<file path="src/rtl/core/assert_macros.svh">
// ----------------------------------------------------------------------------
// Assertion macros
// Concurrent assertion wrappers, compiled out for synthesis.
// ----------------------------------------------------------------------------
`ifndef ASSERT_MACROS_SVH
`define ASSERT_MACROS_SVH
`ifndef SYNTHESIS
// Check a property on every rising clock edge outside reset
`define ASSERT_PROP(lbl, clk, rstn, prop) \
    lbl: assert property (@(posedge clk) disable iff (!rstn) (prop)) \
        else $error("assertion failed: property violated");
// Check that a condition never holds outside reset
`define ASSERT_NEVER(lbl, clk, rstn, expr) \
    lbl: assert property (@(posedge clk) disable iff (!rstn) !(expr)) \
        else $error("assertion failed: forbidden condition seen");
`else
`define ASSERT_PROP(lbl, clk, rstn, prop)
`define ASSERT_NEVER(lbl, clk, rstn, expr)
`endif
`endif

</file>
<file path="src/rtl/core/zsvf_pkg.sv">
// ----------------------------------------------------------------------------
// zsvf_pkg
// Widths, formats, codes and helpers of the zero-delay-feedback SVF.
// ----------------------------------------------------------------------------
package zsvf_pkg;

    // Sample and integrator state widths
    localparam int SAMPLE_W = 24;
    localparam int STATE_W  = 32;

    // Coefficient register widths and fixed-point alignment
    localparam int MODE_W   = 2;
    localparam int G_W      = 24;
    localparam int R_W      = 17;
    localparam int INV_W    = 25;
    localparam int G_FRAC   = 20;
    localparam int INV_FRAC = 24;
    localparam int R_SHIFT  = 5;

    // Multiplier operand and accumulator widths
    localparam int DAMP_W  = (((R_W + R_SHIFT) > G_W) ? (R_W + R_SHIFT) : G_W) + 1;
    localparam int COEF_W  = (DAMP_W > INV_W) ? DAMP_W : INV_W;
    localparam int NUM_W   = STATE_W + (COEF_W - G_FRAC) + 1;
    localparam int LO_W    = (NUM_W + 1) / 2;
    localparam int HI_W    = NUM_W - LO_W;
    localparam int MUL_A_W = LO_W + 1;
    localparam int MUL_B_W = COEF_W + 1;
    localparam int PROD_W  = MUL_A_W + MUL_B_W;
    localparam int ACC_W   = NUM_W + COEF_W + 1;
    localparam int RND_W   = ACC_W - G_FRAC;

    // Configuration port
    localparam int CFG_IDX_W = 2;
    localparam int CFG_W     = (INV_W > G_W) ? INV_W : G_W;

    typedef enum logic [CFG_IDX_W-1:0] {
        REG_FILTER_MODE = 2'd0,
        REG_GAIN_G      = 2'd1,
        REG_DAMPING_R   = 2'd2,
        REG_INV_DENOM   = 2'd3
    } cfg_reg_t;

    // Register reset values
    localparam logic [MODE_W-1:0] MODE_RESET = '0;
    localparam logic [G_W-1:0]    G_RESET    = 24'd34333;
    localparam logic [R_W-1:0]    R_RESET    = 17'd328;
    localparam logic [INV_W-1:0]  INV_RESET  = 25'd16753747;

    // Output select codes; any code with the highpass bit picks highpass
    localparam logic [MODE_W-1:0] MODE_LOWPASS  = 2'd0;
    localparam logic [MODE_W-1:0] MODE_BANDPASS = 2'd1;
    localparam logic [MODE_W-1:0] MODE_HIGHPASS = 2'd2;

    // Rounding offsets (half an output LSB) for both product scales
    localparam logic signed [ACC_W-1:0] HALF_G   = ACC_W'(1) << (G_FRAC - 1);
    localparam logic signed [ACC_W-1:0] HALF_INV = ACC_W'(1) << (INV_FRAC - 1);

    // Controller states
    typedef enum logic [2:0] {
        ST_IDLE,
        ST_MUL_LO,
        ST_MUL_HI,
        ST_MUL_ACC,
        ST_CONSUME,
        ST_FINISH
    } state_t;

    // Multiply phases of the shared multiplier
    typedef enum logic [1:0] {
        MUL_NONE,
        MUL_LO,
        MUL_HI,
        MUL_ACC
    } phase_t;

    // The four products of one sample, in order
    typedef enum logic [1:0] {
        STEP_DAMP,
        STEP_INV,
        STEP_GH,
        STEP_GB
    } step_t;

    // Controller to datapath commands
    typedef struct packed {
        logic   capture;
        phase_t phase;
        step_t  step;
        logic   consume;
        logic   finish;
    } cmd_t;

    // Datapath to controller status
    typedef struct packed {
        logic out_free;
    } sts_t;

    // Saturate a rounded value to the state width
    function automatic logic signed [STATE_W-1:0] sat_state(
        input logic signed [RND_W-1:0] v
    );
        logic signed [STATE_W-1:0] r;
        if (v[RND_W-1:STATE_W-1] == {(RND_W - STATE_W + 1){v[RND_W-1]}}) begin
            r = v[STATE_W-1:0];
        end else if (v[RND_W-1]) begin
            r = {1'b1, {(STATE_W-1){1'b0}}};
        end else begin
            r = {1'b0, {(STATE_W-1){1'b1}}};
        end
        return r;
    endfunction

    // Saturate a state-width value to the sample width
    function automatic logic signed [SAMPLE_W-1:0] sat_sample(
        input logic signed [STATE_W-1:0] v
    );
        logic signed [SAMPLE_W-1:0] r;
        if (v[STATE_W-1:SAMPLE_W-1] == {(STATE_W - SAMPLE_W + 1){v[STATE_W-1]}}) begin
            r = v[SAMPLE_W-1:0];
        end else if (v[STATE_W-1]) begin
            r = {1'b1, {(SAMPLE_W-1){1'b0}}};
        end else begin
            r = {1'b0, {(SAMPLE_W-1){1'b1}}};
        end
        return r;
    endfunction

endpackage

</file>
<file path="src/rtl/core/zdf_state_variable_filter.sv">
// ----------------------------------------------------------------------------
// zdf_state_variable_filter
// Two-pole zero-delay-feedback state variable filter: lowpass, bandpass or
// highpass of each input sample, fixed point, saturating.
// ----------------------------------------------------------------------------
//  Channel   Ports                                    Direction
//  input     s_valid s_ready s_sample_in              in
//  output    m_valid m_ready m_sample_out             out
//  config    cfg_valid cfg_ready cfg_index cfg_data   in, always ready
//
//  Each sample is taken in the idle state and then runs four products
//  on one shared multiplier, each split into two halves (low, high,
//  accumulate, use), before a finish step loads the output register.
//  The next sample is accepted only after the finish step.
//  A stalled output holds only the finish step; the next sample is taken
//  while the previous result still waits. Reset is synchronous, no sweep.
// ----------------------------------------------------------------------------
`include "assert_macros.svh"

module zdf_state_variable_filter (
    input  logic                                     aclk,
    input  logic                                     aresetn,
    input  logic                                     cfg_valid,
    output logic                                     cfg_ready,
    input  logic [zsvf_pkg::CFG_IDX_W-1:0]           cfg_index,
    input  logic [zsvf_pkg::CFG_W-1:0]               cfg_data,
    input  logic                                     s_valid,
    output logic                                     s_ready,
    input  logic signed [zsvf_pkg::SAMPLE_W-1:0]     s_sample_in,
    output logic                                     m_valid,
    input  logic                                     m_ready,
    output logic signed [zsvf_pkg::SAMPLE_W-1:0]     m_sample_out
);

    zsvf_pkg::cmd_t cmd;
    zsvf_pkg::sts_t sts;

    // Configuration writes are always accepted
    assign cfg_ready = 1'b1;

    zsvf_ctrl u_ctrl (
        .aclk    (aclk),
        .aresetn (aresetn),
        .s_valid (s_valid),
        .s_ready (s_ready),
        .sts     (sts),
        .cmd     (cmd)
    );

    zsvf_datapath u_datapath (
        .aclk         (aclk),
        .aresetn      (aresetn),
        .cfg_valid    (cfg_valid),
        .cfg_index    (cfg_index),
        .cfg_data     (cfg_data),
        .s_sample_in  (s_sample_in),
        .cmd          (cmd),
        .sts          (sts),
        .m_valid      (m_valid),
        .m_ready      (m_ready),
        .m_sample_out (m_sample_out)
    );

    // An accepted sample makes the block busy on the next cycle
    `ASSERT_PROP(a_busy_after_accept, aclk, aresetn, s_valid && s_ready |=> !s_ready)
    // A new output beat only comes from a finish command
    `ASSERT_PROP(a_out_from_finish, aclk, aresetn, $rose(m_valid) |-> $past(cmd.finish))
    // Never overwrite a pending output beat
    `ASSERT_NEVER(a_no_overwrite, aclk, aresetn, cmd.finish && !sts.out_free)
    // Capture only on an input beat
    `ASSERT_NEVER(a_capture_on_beat, aclk, aresetn, cmd.capture && !(s_valid && s_ready))

endmodule

</file>
<file path="src/rtl/core/zsvf_ctrl.sv">
// ----------------------------------------------------------------------------
// zsvf_ctrl
// Sequencer: walks one sample through four split products on the shared
// multiplier and hands the result to the output register.
// ----------------------------------------------------------------------------
module zsvf_ctrl (
    input  logic             aclk,
    input  logic             aresetn,
    input  logic             s_valid,
    output logic             s_ready,
    input  zsvf_pkg::sts_t   sts,
    output zsvf_pkg::cmd_t   cmd
);

    zsvf_pkg::state_t state_reg, state_next;
    zsvf_pkg::step_t  step_reg, step_next;

    // Hold state and product step
    always_ff @(posedge aclk) begin
        if (!aresetn) begin
            state_reg <= zsvf_pkg::ST_IDLE;
            step_reg  <= zsvf_pkg::STEP_DAMP;
        end else begin
            state_reg <= state_next;
            step_reg  <= step_next;
        end
    end

    // Advance through the product phases and drive commands
    always_comb begin
        state_next  = state_reg;
        step_next   = step_reg;
        s_ready     = 1'b0;
        cmd.capture = 1'b0;
        cmd.phase   = zsvf_pkg::MUL_NONE;
        cmd.step    = step_reg;
        cmd.consume = 1'b0;
        cmd.finish  = 1'b0;
        case (state_reg)
            zsvf_pkg::ST_IDLE: begin
                s_ready = 1'b1;
                if (s_valid) begin
                    cmd.capture = 1'b1;
                    step_next   = zsvf_pkg::STEP_DAMP;
                    state_next  = zsvf_pkg::ST_MUL_LO;
                end
            end
            zsvf_pkg::ST_MUL_LO: begin
                cmd.phase  = zsvf_pkg::MUL_LO;
                state_next = zsvf_pkg::ST_MUL_HI;
            end
            zsvf_pkg::ST_MUL_HI: begin
                cmd.phase  = zsvf_pkg::MUL_HI;
                state_next = zsvf_pkg::ST_MUL_ACC;
            end
            zsvf_pkg::ST_MUL_ACC: begin
                cmd.phase  = zsvf_pkg::MUL_ACC;
                state_next = zsvf_pkg::ST_CONSUME;
            end
            zsvf_pkg::ST_CONSUME: begin
                cmd.consume = 1'b1;
                case (step_reg)
                    zsvf_pkg::STEP_DAMP: begin
                        step_next  = zsvf_pkg::STEP_INV;
                        state_next = zsvf_pkg::ST_MUL_LO;
                    end
                    zsvf_pkg::STEP_INV: begin
                        step_next  = zsvf_pkg::STEP_GH;
                        state_next = zsvf_pkg::ST_MUL_LO;
                    end
                    zsvf_pkg::STEP_GH: begin
                        step_next  = zsvf_pkg::STEP_GB;
                        state_next = zsvf_pkg::ST_MUL_LO;
                    end
                    default: begin
                        state_next = zsvf_pkg::ST_FINISH;
                    end
                endcase
            end
            zsvf_pkg::ST_FINISH: begin
                // Wait for room in the output register
                if (sts.out_free) begin
                    cmd.finish = 1'b1;
                    state_next = zsvf_pkg::ST_IDLE;
                end
            end
            default: begin
                state_next = zsvf_pkg::ST_IDLE;
            end
        endcase
    end

endmodule

</file>
<file path="src/rtl/core/zsvf_datapath.sv">
// ----------------------------------------------------------------------------
// zsvf_datapath
// Coefficient registers, integrator states, one split multiplier with a
// rounding accumulator, and the output register.
// ----------------------------------------------------------------------------
module zsvf_datapath (
    input  logic                                     aclk,
    input  logic                                     aresetn,
    input  logic                                     cfg_valid,
    input  logic [zsvf_pkg::CFG_IDX_W-1:0]           cfg_index,
    input  logic [zsvf_pkg::CFG_W-1:0]               cfg_data,
    input  logic signed [zsvf_pkg::SAMPLE_W-1:0]     s_sample_in,
    input  zsvf_pkg::cmd_t                           cmd,
    output zsvf_pkg::sts_t                           sts,
    output logic                                     m_valid,
    input  logic                                     m_ready,
    output logic signed [zsvf_pkg::SAMPLE_W-1:0]     m_sample_out
);

    localparam int SAMPLE_W = zsvf_pkg::SAMPLE_W;
    localparam int STATE_W  = zsvf_pkg::STATE_W;
    localparam int NUM_W    = zsvf_pkg::NUM_W;
    localparam int LO_W     = zsvf_pkg::LO_W;
    localparam int HI_W     = zsvf_pkg::HI_W;
    localparam int COEF_W   = zsvf_pkg::COEF_W;
    localparam int MUL_A_W  = zsvf_pkg::MUL_A_W;
    localparam int MUL_B_W  = zsvf_pkg::MUL_B_W;
    localparam int PROD_W   = zsvf_pkg::PROD_W;
    localparam int ACC_W    = zsvf_pkg::ACC_W;
    localparam int RND_W    = zsvf_pkg::RND_W;

    // Configuration registers
    logic [zsvf_pkg::MODE_W-1:0] filter_mode_reg;
    logic [zsvf_pkg::G_W-1:0]    gain_g_reg;
    logic [zsvf_pkg::R_W-1:0]    damping_r_reg;
    logic [zsvf_pkg::INV_W-1:0]  inv_denom_reg;

    // Filter state and per-sample working registers
    logic signed [STATE_W-1:0]  integ_one_reg;
    logic signed [STATE_W-1:0]  integ_two_reg;
    logic signed [SAMPLE_W-1:0] x_reg;
    logic signed [NUM_W-1:0]    num_reg;
    logic signed [STATE_W-1:0]  hp_reg;
    logic signed [STATE_W-1:0]  bp_reg;
    logic signed [STATE_W-1:0]  lp_reg;
    logic signed [NUM_W-1:0]    gh_reg;
    logic signed [NUM_W-1:0]    gb_reg;
    logic signed [PROD_W-1:0]   prod_reg;
    logic signed [ACC_W-1:0]    acc_reg;
    logic signed [SAMPLE_W-1:0] out_reg;
    logic                       out_valid_reg;

    logic [COEF_W-1:0]          damp_sum;
    logic [COEF_W-1:0]          coef;
    logic signed [NUM_W-1:0]    mul_a;
    logic signed [MUL_A_W-1:0]  lo_op;
    logic signed [MUL_A_W-1:0]  hi_op;
    logic signed [MUL_A_W-1:0]  mul_in;
    logic signed [MUL_B_W-1:0]  mul_b;
    logic signed [PROD_W-1:0]   prod;
    logic signed [ACC_W-1:0]    prod_ext;
    logic signed [ACC_W-1:0]    half;
    logic signed [ACC_W-1:0]    rnd_full;
    logic signed [RND_W-1:0]    rnd;
    logic signed [STATE_W-1:0]  sel;

    // Take configuration writes
    always_ff @(posedge aclk) begin
        if (!aresetn) begin
            filter_mode_reg <= zsvf_pkg::MODE_RESET;
            gain_g_reg      <= zsvf_pkg::G_RESET;
            damping_r_reg   <= zsvf_pkg::R_RESET;
            inv_denom_reg   <= zsvf_pkg::INV_RESET;
        end else if (cfg_valid) begin
            case (cfg_index)
                zsvf_pkg::REG_FILTER_MODE: filter_mode_reg <= cfg_data[zsvf_pkg::MODE_W-1:0];
                zsvf_pkg::REG_GAIN_G:      gain_g_reg      <= cfg_data[zsvf_pkg::G_W-1:0];
                zsvf_pkg::REG_DAMPING_R:   damping_r_reg   <= cfg_data[zsvf_pkg::R_W-1:0];
                zsvf_pkg::REG_INV_DENOM:   inv_denom_reg   <= cfg_data[zsvf_pkg::INV_W-1:0];
                default: ;
            endcase
        end
    end

    // Form 2r+g in the gain format
    assign damp_sum = COEF_W'({damping_r_reg, {zsvf_pkg::R_SHIFT{1'b0}}})
                    + COEF_W'(gain_g_reg);

    // Pick operand, coefficient and rounding scale for the current product
    always_comb begin
        case (cmd.step)
            zsvf_pkg::STEP_DAMP: begin
                mul_a = {{(NUM_W-STATE_W){integ_one_reg[STATE_W-1]}}, integ_one_reg};
                coef  = damp_sum;
            end
            zsvf_pkg::STEP_INV: begin
                mul_a = num_reg;
                coef  = COEF_W'(inv_denom_reg);
            end
            zsvf_pkg::STEP_GH: begin
                mul_a = {{(NUM_W-STATE_W){hp_reg[STATE_W-1]}}, hp_reg};
                coef  = COEF_W'(gain_g_reg);
            end
            default: begin
                mul_a = {{(NUM_W-STATE_W){bp_reg[STATE_W-1]}}, bp_reg};
                coef  = COEF_W'(gain_g_reg);
            end
        endcase
        if (cmd.step == zsvf_pkg::STEP_INV) begin
            half     = zsvf_pkg::HALF_INV;
            rnd_full = acc_reg >>> zsvf_pkg::INV_FRAC;
        end else begin
            half     = zsvf_pkg::HALF_G;
            rnd_full = acc_reg >>> zsvf_pkg::G_FRAC;
        end
    end

    // Split the operand: unsigned low half, signed high half
    assign lo_op    = {1'b0, mul_a[LO_W-1:0]};
    assign hi_op    = {{(MUL_A_W-HI_W){mul_a[NUM_W-1]}}, mul_a[NUM_W-1:LO_W]};
    assign mul_in   = (cmd.phase == zsvf_pkg::MUL_HI) ? hi_op : lo_op;
    assign mul_b    = {1'b0, coef};
    assign prod     = mul_in * mul_b;
    assign prod_ext = {{(ACC_W-PROD_W){prod_reg[PROD_W-1]}}, prod_reg};
    assign rnd      = rnd_full[RND_W-1:0];

    // Multiply low half, multiply high half, then accumulate with rounding
    always_ff @(posedge aclk) begin
        case (cmd.phase)
            zsvf_pkg::MUL_LO: begin
                prod_reg <= prod;
            end
            zsvf_pkg::MUL_HI: begin
                prod_reg <= prod;
                acc_reg  <= prod_ext + half;
            end
            zsvf_pkg::MUL_ACC: begin
                acc_reg <= acc_reg + (prod_ext <<< LO_W);
            end
            default: ;
        endcase
    end

    // Capture the sample and consume each rounded product
    always_ff @(posedge aclk) begin
        if (cmd.capture) begin
            x_reg <= s_sample_in;
        end
        if (cmd.consume) begin
            case (cmd.step)
                zsvf_pkg::STEP_DAMP: begin
                    num_reg <= {{(NUM_W-SAMPLE_W){x_reg[SAMPLE_W-1]}}, x_reg}
                             - rnd[NUM_W-1:0]
                             - {{(NUM_W-STATE_W){integ_two_reg[STATE_W-1]}}, integ_two_reg};
                end
                zsvf_pkg::STEP_INV: begin
                    hp_reg <= zsvf_pkg::sat_state(rnd);
                end
                zsvf_pkg::STEP_GH: begin
                    gh_reg <= rnd[NUM_W-1:0];
                    bp_reg <= zsvf_pkg::sat_state(rnd
                        + {{(RND_W-STATE_W){integ_one_reg[STATE_W-1]}}, integ_one_reg});
                end
                default: begin
                    gb_reg <= rnd[NUM_W-1:0];
                    lp_reg <= zsvf_pkg::sat_state(rnd
                        + {{(RND_W-STATE_W){integ_two_reg[STATE_W-1]}}, integ_two_reg});
                end
            endcase
        end
    end

    // Select the response
    always_comb begin
        if ((filter_mode_reg & zsvf_pkg::MODE_HIGHPASS) != zsvf_pkg::MODE_LOWPASS) begin
            sel = hp_reg;
        end else if (filter_mode_reg == zsvf_pkg::MODE_BANDPASS) begin
            sel = bp_reg;
        end else begin
            sel = lp_reg;
        end
    end

    // Update integrators; first one after bandpass, second one at finish
    always_ff @(posedge aclk) begin
        if (!aresetn) begin
            integ_one_reg <= '0;
            integ_two_reg <= '0;
        end else begin
            if (cmd.consume && cmd.step == zsvf_pkg::STEP_GB) begin
                integ_one_reg <= zsvf_pkg::sat_state(
                    {{(RND_W-NUM_W){gh_reg[NUM_W-1]}}, gh_reg}
                    + {{(RND_W-STATE_W){bp_reg[STATE_W-1]}}, bp_reg});
            end
            if (cmd.finish) begin
                integ_two_reg <= zsvf_pkg::sat_state(
                    {{(RND_W-NUM_W){gb_reg[NUM_W-1]}}, gb_reg}
                    + {{(RND_W-STATE_W){lp_reg[STATE_W-1]}}, lp_reg});
            end
        end
    end

    // Hold the output beat until taken
    always_ff @(posedge aclk) begin
        if (!aresetn) begin
            out_valid_reg <= 1'b0;
        end else if (cmd.finish) begin
            out_valid_reg <= 1'b1;
        end else if (m_ready) begin
            out_valid_reg <= 1'b0;
        end
    end

    always_ff @(posedge aclk) begin
        if (cmd.finish) begin
            out_reg <= zsvf_pkg::sat_sample(sel);
        end
    end

    assign sts.out_free = !out_valid_reg || m_ready;
    assign m_valid      = out_valid_reg;
    assign m_sample_out = out_reg;

endmodule

</file>
<file path="config.mk">
export PLATFORM = sky130hd
export DESIGN_NAME = zdf_state_variable_filter
export DESIGN_NICKNAME = d
export VERILOG_FILES = /design/src/rtl/core/zsvf_pkg.sv /design/src/rtl/core/zdf_state_variable_filter.sv /design/src/rtl/core/zsvf_ctrl.sv /design/src/rtl/core/zsvf_datapath.sv
export VERILOG_INCLUDE_DIRS = /design/src /design/src/rtl/core
export SDC_FILE = /design/constraint.sdc
export NUM_CORES = 2
export LEC_CHECK = 0
export ABC_AREA = 1
export BUFFER_PORTS_ARGS = -buffer_cell sky130_fd_sc_hd__clkbuf_2
export CAP_MARGIN = 10
export CORE_ASPECT_RATIO = 0.7
export CORE_MARGIN = 3
export CORE_UTILIZATION = 45
export DETAILED_ROUTE_END_ITERATION = 8
export SETUP_SLACK_MARGIN = 0.05
export SKIP_LAST_GASP = 1
export SLEW_MARGIN = 40
export SYNTH_ARGS = -nofsm -noshare
export SYNTH_HDL_FRONTEND = slang
export SYNTH_HIERARCHICAL = 1
export SYNTH_SLANG_ARGS = --single-unit
</file>
<file path="constraint.sdc">
create_clock -name aclk -period 10.1 [get_ports aclk]
set_clock_uncertainty 0.15 [all_clocks]
set_input_delay 2.02 -clock aclk [delete_from_list [all_inputs] [get_ports aclk]]
set_output_delay 2.02 -clock aclk [all_outputs]
set_load 0.03 [all_outputs]
</file>
-- Word-level counts from Yosys, hierarchy flattened
Cells that the tools add are included.
- input bits: 56
- logic and storage cells: 111
- bits in registers: 506
- add/subtract/negate cells: 9
- mux-type cells: 36
- multipliers: 1
- bitwise gates (word level): 1
- eq/ne operators: 24
- reduce and logical (&&, ||, !) cells: 21
- operators by type and width (kind ; number):
    32-bit 2-to-1 mux ; 12
    64-bit case mux with 2 select lines ; 1
    38-bit case mux with 3 select lines ; 1
    44-bit adder ; 2
    38-bit by 32-bit adder with 39-bit output ; 2
    38-bit subtractor ; 2
    24-bit 2-to-1 mux ; 3
    64-bit adder ; 1
    12-bit equality test ; 5
    25-bit case mux with 2 select lines ; 1
    46-bit by 25-bit adder with 47-bit output ; 1
    20-bit by 26-bit multiplier with 46-bit output ; 1
    43-bit 2-to-1 mux ; 1
    22-bit by 24-bit adder with 25-bit output ; 1
    20-bit 2-to-1 mux ; 1
    3-bit case mux with 6 select lines ; 1
    2-bit AND reduction ; 9
    2-bit equality test, second input constant ; 6
    2-bit case mux with 3 select lines ; 2
    3-bit 2-to-1 mux ; 3
    2-bit by 1-bit equality test with 1-bit output, second input constant ; 4
    8-bit equality test ; 1
    1-bit 2-to-1 mux ; 8
    3-bit by 2-bit equality test with 1-bit output, second input constant ; 2
    16 further kinds ; 21

-- Logic depth before layout (Yosys ltp)
- depth in word-level cells: 5
- mapped depth: 41
- mapped depth without buffers: 40

-- Hierarchy
Netlist, hierarchy kept.
- by module, submodules not included (module ; sequential area each (um2) ; cells an instance ; times used ; area an instance (um2)):
    zsvf_datapath ; 13142.6 ; 7830 ; 1 ; 57093.5
    zsvf_ctrl ; 100.1 ; 53 ; 1 ; 362.8
    zdf_state_variable_filter ; 0.0 ; 2 ; 1 ; 11.3

-- Worst setup path before layout
No wires, ideal clock.
- path kind: register to register
- start: register u_datapath/gain_g_reg[7] (netlist bit)
- end: register u_datapath.prod_reg[35] (data pin)
- clock period less this slack: 7680 ps
- arrival time: 7268 ps
- data required time: 9688 ps
- stages on the path, launching flop included: 37
- setup slack: 2420 ps
- cells stage by stage: dfxtp_1 -> ha_1 -> a21oi_1 -> nor2_1 -> o21ai_0 -> o211ai_1 -> a21oi_1 -> o21ai_1 -> nand2_1 -> nand2_1 -> nand2_1 -> nand2_1 -> o21ai_1 -> clkbuf_1 -> nand3_1 -> fa_1 -> inv_1 -> fa_1 -> inv_1 -> fa_1 -> inv_1 -> fa_1 -> fa_1 -> fa_1 -> inv_1 -> fa_1 -> inv_1 -> ha_1 -> nand2_1 -> nor2_1 -> inv_1 -> nor2_1 -> and3_1 -> a21oi_1 -> o31ai_1 -> a21oi_1 -> xor2_1
- longest elaborated chain between the ends: 3
- RTL lines (element ; line ; text):
    from (decl) ; zsvf_datapath.sv:34 ; logic [zsvf_pkg::G_W-1:0] gain_g_reg;
    from (signal assigned) ; zsvf_datapath.sv:71 ; gain_g_reg <= zsvf_pkg::G_RESET;
    from (signal assigned) ; zsvf_datapath.sv:77 ; zsvf_pkg::REG_GAIN_G: gain_g_reg <= cfg_data[zsvf_pkg::G_W-1:0];
    22-bit by 24-bit adder with 25-bit output ; zsvf_datapath.sv:87 ; + COEF_W'(gain_g_reg);
    25-bit case mux with 2 select lines * ; zsvf_datapath.sv:91 ; case (cmd.step)
    20-bit by 26-bit multiplier with 46-bit output * ; zsvf_datapath.sv:123 ; assign prod = mul_in * mul_b;
    named net u_datapath.prod[35] ; zsvf_datapath.sv:60 ; logic signed [PROD_W-1:0] prod;
    to (signal assigned) ; zsvf_datapath.sv:131 ; prod_reg <= prod;
    to (signal assigned) ; zsvf_datapath.sv:134 ; prod_reg <= prod;
    to (decl) ; zsvf_datapath.sv:48 ; logic signed [PROD_W-1:0] prod_reg;
Mark *: on every way through the listed nets, which the timed path passes. The rest lies on a longest branch.
A chain may end at the register's enable or synchronous reset.

==> qor.csv <==
stage,metric,value,unit
synthesis,async_flop_share,0,%
placement,place_congestion,1.06,
clock_network,clock_latency,0.70,ns
cells_and_area,drive_above_1_share,5.88,%
cells_and_area,final_common_cell,nand2_1,
floorplan,die_h,305,um
timing,rsz0062_at_grt,false,
timing,fmax,105,MHz
setup_path,crit_type,reg -> reg,
setup_path,slowest_stage,fa_1,
setup_path,critPathLaunchType,flip-flop,
setup_path,critPathArrivalTime,9.83,ns
global_route,gr-total-overflow,0,
routing,post_drt_wl_per_cell,26.2,um
cells_and_area,syn_to_final_growth,8.28,%
routing,vias,55123,
floorplan,dieArea,132000,um^2
pwr,leakage,30.5,nW
synthesis,yosysWarnings,6,
global_route,grt_pass1_vias,51783,
pwr,power,20.8,mW
timing,slew_violations,0,
clock_network,clkTransAtPathRegs,0.07,ns
synthesis,netlist_instances,7885,
floorplan,row_count,109,
placement,dp_hpwl,212,mm
routing,drc,0,
cells_and_area,final_cell_mix,"nand2_1, inv_1, nor2_1, ha_1, a21oi_1",
pwr,irDropWorstVdd,0.610,mV
timing,hold_slack,0.307,ns
timing,maxSlewHeadroom,35.2,%
placement,placed_area,60400,um^2
placement,post-place-cells,9577,
setup_path,required,10.37,ns
clock_network,cts_sinks,487,
timing,setup_slack,0.543,ns
cells_and_area,stdcell_area,62200,um^2
routing,drtAntennaViolNets,0,
setup_path,cp_common_cell,nand2_1,
timing,finalCriticalPeriod,9.56,ns
global_route,grt_max_degree,75,
setup_path,r2r_slack,0.54,ns
routing,drt-total-wl,254,mm
clock_network,ctsHoldBuffers,0,
routing,drt_pre_antenna_iters,8,
timing,hold_violations,0,
routing,drt-initial-drc-count,7178,
synthesis,ys.flop_type,edfxtp_1,
status,status,completed,
synthesis,syn_area_per_cell,7.29,um^2
setup_path,crit_path_end_kind,flip-flop,
floorplan,start_util,45.4,%
routing,viasPerCell,5.69,
clock_network,postCtsSetupBuffers,0,
job,maxCapViolCount,0,
placement,place_ws,0.774,ns
clock_network,cts_tree,yes,
min_path,hold_path_class,reg -> reg,
clock_network,ctsRootBufferMaster,clkbuf_16,
timing,worst_pin_slew,0.962,ns
cells_and_area,largest_register_ffs,46,
synthesis,seq_area_frac_synth,23.0,%
global_route,antenna_found_initial,13,
setup_path,cp_max_fo,21,
global_route,grt_use_total,38.0,%
synthesis,synth-edff-count,349,
synthesis,syn-cell-area,57500,um^2
floorplan,core,127000,um^2
synthesis,ys_ff_latch,487,
floorplan,ioPinCount,83,
floorplan,die_width,433,um
setup_path,cp_slowest_stage_delay,0.75,ns
timing,finalSetupViolations,0,
synthesis,yosysUniqueCellTypes,63,
cells_and_area,final_core_util,49.2,%
clock_network,cts_buffers,55,
pwr,p_per_area,334,nW/um^2
cells_and_area,fin_cells,9680,
synthesis,syn_nets,8885,
clock_network,cts_max_path_buffers,3,
timing,setup_tns,0,ns
cells_and_area,nNetsFinal,8969,
global_route,grt_pass1_wl,366,mm
clock_network,ctsResizeCount,0,
timing,fin_crit_sh,94.6,%
placement,numPortBuffers,81,
clock_network,htreeDepth,2,
-- power by group --
group | leakage (nW) | switching [mW] | internal, mW
Sequential | 4.31 | 0.209 | 2.80
Clock | 0.877 | 0.968 | 1.18
Combinational | 25.3 | 10.5 | 5.13
-- per-layer routing --
metal	vias up	global-route usage (%)	part of all wire, %
li1	25228	-	-
met1	26619	59.5	47
met2	2970	46.7	36
met3	298	15.8	15
met4	8	8.55	2.6
met5	-	0.765	0.072
-- cells by family (layout without fill, tap and decap cells) --
logic type                 Yosys count  after routing  synth area share (%)
xor gates and xnor gates           234            234                  3.57
AOI/OAI and AO/OA                 1170           1170                  11.2
adders and majority gates          944            944                  26.5
buffers and inverters             1688           1817                  11.4
and+or+nand+nor                   3356           3356                  24.2
DFF                                487            487                  23.0
muxes                                5              5                0.0871
other                                1              2               0.00653
-- synthesized netlist by cell type, types with 16 or more instances --
library cell | count | area [um^2]
a21o_1 | 25 | 188
a21oi_1 | 482 | 2410
a221oi_1 | 22 | 193
a31oi_1 | 56 | 350
buf_2 | 35 | 175
buf_6 | 16 | 180
clkbuf_1 | 127 | 477
clkinv_1 | 17 | 63.8
dfxtp_1 | 138 | 2760
edfxtp_1 | 349 | 10500
fa_1 | 454 | 9090
ha_1 | 490 | 6130
inv_1 | 1447 | 5430
inv_2 | 23 | 86.3
nand2_1 | 1871 | 7020
nand2_2 | 17 | 106
nand3_1 | 416 | 2080
nand4_1 | 93 | 582
nor2_1 | 799 | 3000
nor2_2 | 20 | 125
nor3_1 | 42 | 210
nor4_1 | 17 | 106
o211ai_1 | 40 | 300
o21a_1 | 20 | 150
o21ai_0 | 378 | 1890
o21ai_1 | 57 | 285
o21bai_1 | 34 | 255
o22ai_1 | 19 | 119
or2_2 | 28 | 175
xnor2_1 | 90 | 788
xor2_1 | 144 | 1260
-- path summary, 6_finish.rpt --
check / end / depth (start not counted) / start
max: u_datapath/prod_reg[43] / 32 / u_ctrl/state_reg[2]
min: u_datapath/inv_denom_reg[3] / 2 / u_datapath/inv_denom_reg[3]
max reg2reg: u_datapath/prod_reg[43] / 32 / u_ctrl/state_reg[2]
min reg2reg: u_datapath/inv_denom_reg[3] / 2 / u_datapath/inv_denom_reg[3]
-- cell type report --
class	count	area (um^2)
Antenna cell	1	2.50
Clock buffer	64	1440
Clock inverter	38	402
Fill cell	12800	64300
Inverter	1487	5590
Multi-Input combinational cell	5710	37800
Sequential cell	487	13200
Tap cell	1665	2080
Timing Repair Buffer	228	1660
-- critical path, delay by kind of cell (launching register included) --
family	cells	cell delay, ns
XOR/XNOR	1	0.14
flip-flops	1	0.36
adder cells (fa/ha/maj)	9	4.33
AO/OA/AOI/OAI	3	0.70
buffers and inverters	7	1.50
AND/OR/NAND/NOR	12	2.11
No activity file was read; power rests on OpenSTA's default activity.
